$ cat config.mk
export PLATFORM = sky130hd
export DESIGN_NAME = bitset_domain_store
export DESIGN_NICKNAME = d
export VERILOG_FILES = /design/src/hw/rtl/bds_pkg.sv /design/src/hw/rtl/bds_row_mem.sv /design/src/hw/rtl/bds_update.sv /design/src/hw/rtl/bitset_domain_store.sv
export VERILOG_INCLUDE_DIRS = /design/src /design/src/hw/rtl
export SDC_FILE = /design/constraint.sdc
export NUM_CORES = 1
export LEC_CHECK = 0
export BUFFER_PORTS_ARGS = -buffer_cell sky130_fd_sc_hd__buf_2
export CAP_MARGIN = 10
export CELL_PAD_IN_SITES_DETAIL_PLACEMENT = 1
export CELL_PAD_IN_SITES_GLOBAL_PLACEMENT = 1
export CORE_MARGIN = 5
export CORE_UTILIZATION = 30
export CTS_BUF_LIST = sky130_fd_sc_hd__clkbuf_4 sky130_fd_sc_hd__clkbuf_8 sky130_fd_sc_hd__clkbuf_16
export DETAILED_ROUTE_END_ITERATION = 12
export HOLD_SLACK_MARGIN = 0.08
export PLACE_DENSITY = 0.55
export SYNTH_ARGS = -nofsm -noshare
export SYNTH_HDL_FRONTEND = slang
export SYNTH_HIERARCHICAL = 1
export SYNTH_SLANG_ARGS = --single-unit
$ cat constraint.sdc
create_clock -name clock -period 5.2 [get_ports clock]
set_input_delay 0.26 -clock clock [delete_from_list [all_inputs] [get_ports clock]]
set_output_delay 0.26 -clock clock [all_outputs]
set_load 0.1 [all_outputs]
$ cat src/hw/rtl/assert_macros.svh
`ifndef ASSERT_MACROS_SVH
`define ASSERT_MACROS_SVH

// same-cycle implication, sampled on clock, off during reset
`define ASSERT_SAME(label, ante, cons) \
   label: assert property (@(posedge clock) disable iff (reset) (ante) |-> (cons)) \
      else $error("assertion failed");

// next-cycle implication, sampled on clock, off during reset
`define ASSERT_NEXT(label, ante, cons) \
   label: assert property (@(posedge clock) disable iff (reset) (ante) |=> (cons)) \
      else $error("assertion failed");

`endif

$ cat src/hw/rtl/bds_pkg.sv
package bds_pkg;

   localparam int MAX_DOMAIN = 32;
   localparam int ROW_COUNT  = 32;
   localparam int ROW_AW     = $clog2(ROW_COUNT);
   localparam int VAL_W      = 5;
   localparam int SIZE_W     = 6;

   localparam logic [1:0] OP_QUERY   = 2'd0;
   localparam logic [1:0] OP_SET_MAX = 2'd1;
   localparam logic [1:0] OP_SET_VAL = 2'd2;
   localparam logic [1:0] OP_REM_VAL = 2'd3;

   localparam logic [SIZE_W-1:0] SIZE_RESET = SIZE_W'(32);

   typedef logic [MAX_DOMAIN-1:0] row_type;

   localparam row_type ROW_FULL = '1;

   typedef struct packed {
      logic              en;
      logic [ROW_AW-1:0] addr;
      row_type           data;
   } wr_type;

   typedef struct packed {
      logic [VAL_W-1:0] min_value;
      logic [VAL_W-1:0] max_value;
      logic             is_empty;
      logic             is_fixed;
      logic             range_error;
   } rsp_type;

   // mask of the low n bits, n clamped to 1..MAX_DOMAIN
   function automatic row_type size_mask(logic [SIZE_W-1:0] w);
      logic [SIZE_W:0]     n;
      logic [MAX_DOMAIN:0] wide;
      n = {1'b0, w};
      if (n == '0) n = (SIZE_W+1)'(1);
      if (n > (SIZE_W+1)'(MAX_DOMAIN)) n = (SIZE_W+1)'(MAX_DOMAIN);
      wide = ~({(MAX_DOMAIN+1){1'b1}} << n);
      return wide[MAX_DOMAIN-1:0];
   endfunction

endpackage

$ cat src/hw/rtl/bds_row_mem.sv
module bds_row_mem
   import bds_pkg::*;
(
   input  logic              clock,
   input  logic              reset,
   input  logic              rd_en,
   input  logic [ROW_AW-1:0] rd_addr,
   output row_type           rd_data,
   input  wr_type            wr
);

   row_type                mem_ff [ROW_COUNT];
   logic [ROW_COUNT-1:0]   valid_ff;
   row_type                rd_data_ff;
   logic                   rd_valid_ff;

   always_ff @(posedge clock) begin
      if (wr.en) begin
         mem_ff[wr.addr] <= wr.data;
      end
      if (rd_en) begin
         rd_data_ff <= mem_ff[rd_addr];
      end
   end

   // unwritten rows read as full domains
   always_ff @(posedge clock) begin
      if (reset) begin
         valid_ff    <= '0;
         rd_valid_ff <= 1'b0;
      end else begin
         if (wr.en) begin
            valid_ff[wr.addr] <= 1'b1;
         end
         if (rd_en) begin
            rd_valid_ff <= valid_ff[rd_addr];
         end
      end
   end

   assign rd_data = rd_valid_ff ? rd_data_ff : ROW_FULL;

endmodule

$ cat src/hw/rtl/bds_update.sv
module bds_update
   import bds_pkg::*;
(
   input  logic [1:0]       opcode,
   input  logic [VAL_W-1:0] value,
   input  row_type          cur,
   input  row_type          mask,
   output logic             wr_en,
   output row_type          next_row,
   output rsp_type          rsp
);

   row_type   bit_sel;
   row_type   le_mask;
   row_type   bits;
   logic      err;

   always_comb begin
      bit_sel = row_type'(1) << value;
      le_mask = ~(ROW_FULL << value) | bit_sel;
      err     = (opcode != OP_QUERY) && !mask[value];
      wr_en   = (opcode != OP_QUERY) && !err;

      unique case (opcode)
         OP_SET_MAX: next_row = cur & ~(mask & ~le_mask);
         OP_SET_VAL: next_row = (cur & ~mask) | bit_sel;
         OP_REM_VAL: next_row = cur & ~bit_sel;
         default:    next_row = cur;
      endcase
      if (err) next_row = cur;

      bits = next_row & mask;

      rsp = '0;
      for (int i = MAX_DOMAIN - 1; i >= 0; i--) begin
         if (bits[i]) rsp.min_value = VAL_W'(i);
      end
      for (int i = 0; i < MAX_DOMAIN; i++) begin
         if (bits[i]) rsp.max_value = VAL_W'(i);
      end
      rsp.is_empty    = (bits == '0);
      rsp.is_fixed    = (bits != '0) && ((bits & (bits - row_type'(1))) == '0);
      rsp.range_error = err;
   end

endmodule

$ cat src/hw/rtl/bitset_domain_store.sv
// An accepted request registers its opcode, row and value as the row memory
// reads the row; while busy, the row is modified and written back and the
// result is registered onto the rsp_ ports, with rsp_valid high for one cycle.
// The receiver cannot stall results. No request is accepted while busy, for
// the read then modify-write of the row memory; busy is high for one cycle.
// Reset (synchronous): all rows read as full domains, domain_size is 32.
`include "assert_macros.svh"

module bitset_domain_store
   import bds_pkg::*;
(
   input  logic              clock,
   input  logic              reset,
   input  logic              start,
   output logic              busy,
   input  logic [1:0]        req_opcode,
   input  logic [ROW_AW-1:0] req_row,
   input  logic [VAL_W-1:0]  req_value,
   output logic              rsp_valid,
   output logic [VAL_W-1:0]  rsp_min_value,
   output logic [VAL_W-1:0]  rsp_max_value,
   output logic              rsp_is_empty,
   output logic              rsp_is_fixed,
   output logic              rsp_range_error,
   input  logic              csr_we,
   input  logic [SIZE_W-1:0] csr_wdata
);

   logic              busy_ff, busy_in;
   logic              rsp_valid_ff, rsp_valid_in;
   row_type           mask_ff, mask_in;
   logic [1:0]        op_ff;
   logic [ROW_AW-1:0] row_ff;
   logic [VAL_W-1:0]  value_ff;
   rsp_type           rsp_ff;

   logic              accept;
   row_type           cur_row;
   row_type           next_row;
   logic              upd_en;
   rsp_type           rsp_next;
   wr_type            wr;

   assign accept       = start && !busy_ff;
   assign busy_in      = accept;
   assign rsp_valid_in = busy_ff;
   assign mask_in      = csr_we ? size_mask(csr_wdata) : mask_ff;

   always_ff @(posedge clock) begin
      if (reset) begin
         busy_ff      <= 1'b0;
         rsp_valid_ff <= 1'b0;
         mask_ff      <= size_mask(SIZE_RESET);
      end else begin
         busy_ff      <= busy_in;
         rsp_valid_ff <= rsp_valid_in;
         mask_ff      <= mask_in;
      end
   end

   always_ff @(posedge clock) begin
      if (accept) begin
         op_ff    <= req_opcode;
         row_ff   <= req_row;
         value_ff <= req_value;
      end
      if (busy_ff) begin
         rsp_ff <= rsp_next;
      end
   end

   bds_row_mem u_mem (
      .clock   (clock),
      .reset   (reset),
      .rd_en   (accept),
      .rd_addr (req_row),
      .rd_data (cur_row),
      .wr      (wr)
   );

   bds_update u_upd (
      .opcode   (op_ff),
      .value    (value_ff),
      .cur      (cur_row),
      .mask     (mask_ff),
      .wr_en    (upd_en),
      .next_row (next_row),
      .rsp      (rsp_next)
   );

   assign wr.en   = busy_ff && upd_en;
   assign wr.addr = row_ff;
   assign wr.data = next_row;

   assign busy            = busy_ff;
   assign rsp_valid       = rsp_valid_ff;
   assign rsp_min_value   = rsp_ff.min_value;
   assign rsp_max_value   = rsp_ff.max_value;
   assign rsp_is_empty    = rsp_ff.is_empty;
   assign rsp_is_fixed    = rsp_ff.is_fixed;
   assign rsp_range_error = rsp_ff.range_error;

   `ASSERT_NEXT(a_busy_one_cycle, busy_ff, !busy_ff)
   `ASSERT_NEXT(a_rsp_follows_busy, busy_ff, rsp_valid_ff)
   `ASSERT_SAME(a_rsp_from_busy, rsp_valid_ff, $past(busy_ff))
   `ASSERT_SAME(a_write_in_busy, wr.en, busy_ff && !accept)

endmodule

==> Yosys cells after proc, flatten, opt, wreduce, memory -nomap -nowiden <==
Memories as Yosys holds them, arrays and structs flattened. A register that Yosys moved wholly into a read port is not among the register bits.
Cells that the tools add are included.
{ "word_totals": {"ram_bits": 1024, "inputBits": 22, "elab_cells": 145, "memories": 1, "regBits": 92} }
{ "mem_list": {"columns": ["name", "words", "width", "read_ports", "rd_clocked_by_memory_dff", "wr", "line_no", "text"], "rows": [
  ["u_mem.mem_ff", 32, 32, 1, 1, 1, "bds_row_mem.sv:12", "row_type mem_ff [ROW_COUNT];"]
]} }
{ "op_classes": {"add_sub_neg": 1, "n_reduce_logical": 22, "n_lt_le_gt_ge": 5, "shifts": 3, "muxes": 74, "bitwise": 15, "n_eq_ne": 3} }
{ "op_table": {"columns": ["cell", "count"], "rows": [
  ["$and A32 B32 Y32", 6],
  ["$not A32 Y32", 6],
  ["$mux W4", 24],
  ["$or A32 B32 Y32", 3],
  ["$pmux W32 S3", 1],
  ["$mux W5", 16],
  ["$logic_not A32 Y1", 2],
  ["$mux W32", 2],
  ["$mux W3", 12],
  ["$shl A33 B7 Y32 const A", 1],
  ["$reduce_bool A32 Y1", 1],
  ["$reduce_or A16 Y1", 2],
  ["$shl A1 B5 Y32 const A", 1],
  ["$shl A32 B5 Y32 const A", 1],
  ["$sub A32 B1 Y32 const B", 1],
  ["$lt A5 B6 Y1 const B", 3],
  ["$reduce_or A8 Y1", 2],
  ["$mux W2", 6],
  ["$bmux W1 S5", 2],
  ["$mux W1", 8],
  ["$reduce_or A4 Y1", 2],
  ["$gt A7 B6 Y1 const B", 1],
  ["$mux W7", 1],
  ["$logic_and A1 B1 Y1", 6],
  ["other kinds (9)", 13]
]} }

==> Logic depth before layout (Yosys ltp) <==
{ "logic_depth": {"depth_word": 41, "ltp_mapped": 15, "ltp_nobuf": 12} }

==> Cells and area by module <==
The synthesis kept the hierarchy.
{ "by_module_without_submodules": {"columns": ["mod", "seq_area_each_um2", "n_inst", "area_per_inst_um2", "cells_each"], "rows": [
  ["bds_row_mem", 32371.0, 1, 41307.1, 1709],
  ["bds_update", 0.0, 1, 4061.4, 663],
  ["bitset_domain_store", 1431.4, 1, 2189.6, 185]
]} }

==> Least setup slack after synthesis <==
No wires, ideal clock.
{ "synth_timing": {"kind": "reg-to-reg", "from": "register value_ff[0]", "to": "memory u_mem/mem_ff[28][0] (netlist name), enable pin", "stages_incl_launch_ff": 13, "n_path_buf": 4, "arrival_ps": 4223, "setup_ps": 423, "slack_ps": 554, "period_less_slack_ps": 4646, "cell_sequence": "edfxtp_1 -> buf_2 -> or3b_1 -> o22ai_1 -> a2111o_1 -> nand3_4 -> inv_2 -> buf_6 -> clkbuf_1 -> and2_1 -> or3b_2 -> clkbuf_1 -> nor2_1"} }
{ "synth_lines": {"columns": ["element", "line_no", "text"], "rows": [
  ["start: declaration", "bitset_domain_store.sv:34", "logic [VAL_W-1:0] value_ff;"],
  ["start signal: assignment", "bitset_domain_store.sv:65", "value_ff <= req_value;"],
  ["end: declaration", "bds_row_mem.sv:12", null]
]} }

==> run_results.csv <==
group,metric,value,unit
routing,routedWlPerCell,30.9,um
flow_run,drv_cap,0,
grt,grt-busiest-layer,"met2",
synthesis,ys_warn_count,6,
layout,nNetsFinal,2804,
clock_network,clk_latency,0.78,ns
grt,grt_usage,18.2,%
critical_path,cp.required,5.75,ns
critical_path,reg2reg_slack,0.24,ns
synthesis,yosysTopAreaCell,"edfxtp_1",
die,ioPinCount,37,
run_status,status,"finished clean",
synthesis,synth.distinct_cells,96,
synthesis,synthFlopType,"edfxtp_1",
sta,tns,0,ns
grt,use_met2,30.5,%
sta,max_freq,202,MHz
sta,rsz0062_at_grt,"no",
critical_path,path_max_fanout,9,
grt,grt.met1_usage,24.8,%
sta,worst_pin_slew,1.12,ns
die,die_h,408,um
critical_path,crit_arrival,5.51,ns
synthesis,syn_inst,2557,
synthesis,synthTopCellsByCount,"edfxtp_1 (1081), mux4_2 (326), nor2_1 (162), nand2_1 (101), o21ai_0 (87)",
clock_network,cts.sinks,1148,
critical_path,slowest_delay,0.62,ns
die,dieArea,167000,um^2
place,gp_congestion,0.916,
clock_network,cts_tree,"built",
clock_network,cts-root-buf,"clkbuf_16",
routing,wl,153000,um
critical_path,worst_path_max_delay_cell,"a2111o_2",
layout,final_layout_size_suffix_gt1_share,30.4,%
sta,holdWs,0.161,ns
synthesis,ys_seq_area_share,71.1,%
critical_path,endpoint_kind,"flop",
synthesis,yosysTopAreaCellShare,68.3,%
sta,period_minus_slack,4.96,ns
place,port_buffers,36,
clock_network,htreeDepth,4,
grt,grt_max_degree,90,
place,dp_slack,0.209,ns
synthesis,synth.cell_area,47600,um^2
critical_path,path_class,"flop to flop",
routing,drtIter0Drc,2396,
critical_path,start_kind,"flop",
sta,finalSetupViolCount,0,
die,core-area,158000,um^2
clock_network,clk_pin_slew,0.06,ns
synthesis,synth_edf_count,1081,
synthesis,ys_ff_latch,1148,
place,hpwlAfterDp,98400,um
routing,viasPerCell,5.33,
routing,dr.pass1.iters,5,
grt,grt_pass1_vias,28000,
grt,gr-total-overflow,0,
sta,clock_skew,0.0637,ns
critical_path,cpMostUsedCell,"buf_4",
clock_network,cts_inserted_buffers,130,
layout,area_growth_syn_to_layout,18.3,%
critical_path,worstPathCellList,"mux4_2 > mux2_2 > a2111o_2 > buf_4 > nand2_1 > o221ai_1 > a211oi_2 > buf_4 > nand4_4 > buf_4 > nor3_1 > o22ai_1 > or4_1 > nor4_2",
grt,grt_use_met3,3.15,%
sta,slew_viol_final,0,
synthesis,async_reset_ff_share,0,%
power_and_ir_drop,p_leak,17.9,nW
die,fp-row-count,146,
routing,postRouteAntennaNets,0,
sta,finalCritPeriodShare,95.4,%
critical_path,path_buf_inv,3,
die,die_w,408,um
critical_path,crit_family,"simple AND/OR/NAND/NOR gates",
grt,grt_pass1_wl,218000,um
synthesis,yosysMostFrequentCell,"edfxtp_1",
power_and_ir_drop,power.density,388,nW/um^2
grt,antenna_found_initial,7,
synthesis,synthTopCellsByArea,"edfxtp_1 (68%), mux4_2 (15%), dfxtp_1 (2.8%)",
synthesis,avgSynthCellArea,18.6,um^2
hold_path,hold_path_class,"input pin to flop",
routing,vias,26400,
synthesis,synth.net_count,2579,
die,initial_core_util,30.1,%
sta,timing.final.ws_setup,0.240,ns
sta,max_slew_margin,25.4,%
power_and_ir_drop,ir_drop,321,uV
clock_network,cts_buffer_depth,3,
layout,fin_util,35.6,%
sta,hold_viol,0,
routing,drc,0,
clock_network,cts_setup_buffers,0,
==> metal layers <==
layer / share of wire, % / up-vias
li1: - / 11000
met1: 43 / 14500
met2: 49 / 772
met3: 5.0 / 207
met4: 2.6 / 0
met5: 0 / -
==> final timing paths <==
path,startpoint,to,cells past startpoint
worst max-delay path,value_ff[1],rsp_is_fixed,14
worst min-delay path,reset,u_mem/valid_ff[28],3
worst max register to register,value_ff[1],rsp_is_fixed,14
worst min register to register,u_mem/valid_ff[18],u_mem/valid_ff[18],2
==> registers in the layout (all words and copies together) (netlist names) <==
register,count
u_mem/mem_ff,1024
mask_ff,32
u_mem/rd_data_ff,32
u_mem/valid_ff,32
row_ff,5
rsp_max_value,5
rsp_min_value,5
value_ff,5
op_ff,2
busy,1
rsp_is_empty,1
rsp_is_fixed,1
rsp_range_error,1
rsp_valid,1
u_mem/rd_valid_ff,1
==> final cells by class <==
type | count | area [um^2]
diodes | 3 | 7.51
fillers | 15600 | 102000
multi-input cells | 1225 | 13300
well taps | 2072 | 2590
repair buffers | 242 | 2130
flip-flops and latches | 1148 | 33800
inverters | 35 | 131
clock inverters | 65 | 838
clock buffers | 164 | 3520
==> metrics by stage <==
step	power [mW]	instance area [um^2]	instances
after CTS	22.1	56200	4948
final	21.8	56300	4954
after detailed placement	12.8	51600	4696
after floorplan	11.9	47600	2557
after global placement	12.8	51600	4696
after global routing	22.7	56300	4951
==> power breakdown <==
part	internal, mW	switching, mW	leakage, nW	total (mW)
Sequential	10.5	0.0513	10.3	10.6
Combinational	0.661	1.43	5.49	2.09
Clock	5.30	3.90	2.15	9.20
Total	16.5	5.38	17.9	21.8
==> repair_timing <==
action / in CTS / in global routing
resized for setup: 0 / 2
endpoints found under the setup margin: 0 / 1
endpoints found under the hold margin: 44 / 0
hold buffers: 23 / 0
==> worst min-delay path, delay by kind of cell <==
kind          cells  cell delay (ns)
simple gates      1             0.17
buf+inv           2             0.42
==> kinds of logic after synthesis <==
kind of cell,share of synthesized area [%]
flip-flops,71.1
AND/OR/NAND/NOR,5.02
multiplexers,16.7
AO/OA/AOI/OAI,5.43
buffers and inverters,1.75
XOR/XNOR,0.0184
adder cells (fa/ha/maj),0.0210
==> cell usage in the layout (no fill, tap or decap), drive strengths merged, types with 8 or more instances in the layout <==
cell type / Yosys / final
a211o: 10 / 10
a211oi: 11 / 11
a21boi: 8 / 8
a21oi: 59 / 59
a221oi: 10 / 10
a22oi: 8 / 8
a31oi: 21 / 21
and2: 11 / 11
and3: 11 / 11
buf: 71 / 219
bufinv: 0 / 8
clkbuf: 78 / 164
clkinv: 0 / 49
dfxtp: 67 / 67
dlygate4sd3: 0 / 23
edfxtp: 1081 / 1081
inv: 35 / 41
mux2: 34 / 34
mux2i: 21 / 21
mux4: 326 / 326
nand2: 101 / 101
nand2b: 46 / 46
nand3: 35 / 35
nand3b: 11 / 11
nand4: 9 / 9
nor2: 162 / 162
nor2b: 18 / 18
nor3: 21 / 21
o211ai: 13 / 13
o21ai: 100 / 100
o21bai: 11 / 11
o221ai: 16 / 16
o22ai: 9 / 9
or3: 10 / 10
or3b: 8 / 8
Note: power is estimated with default switching activity, not from simulation.
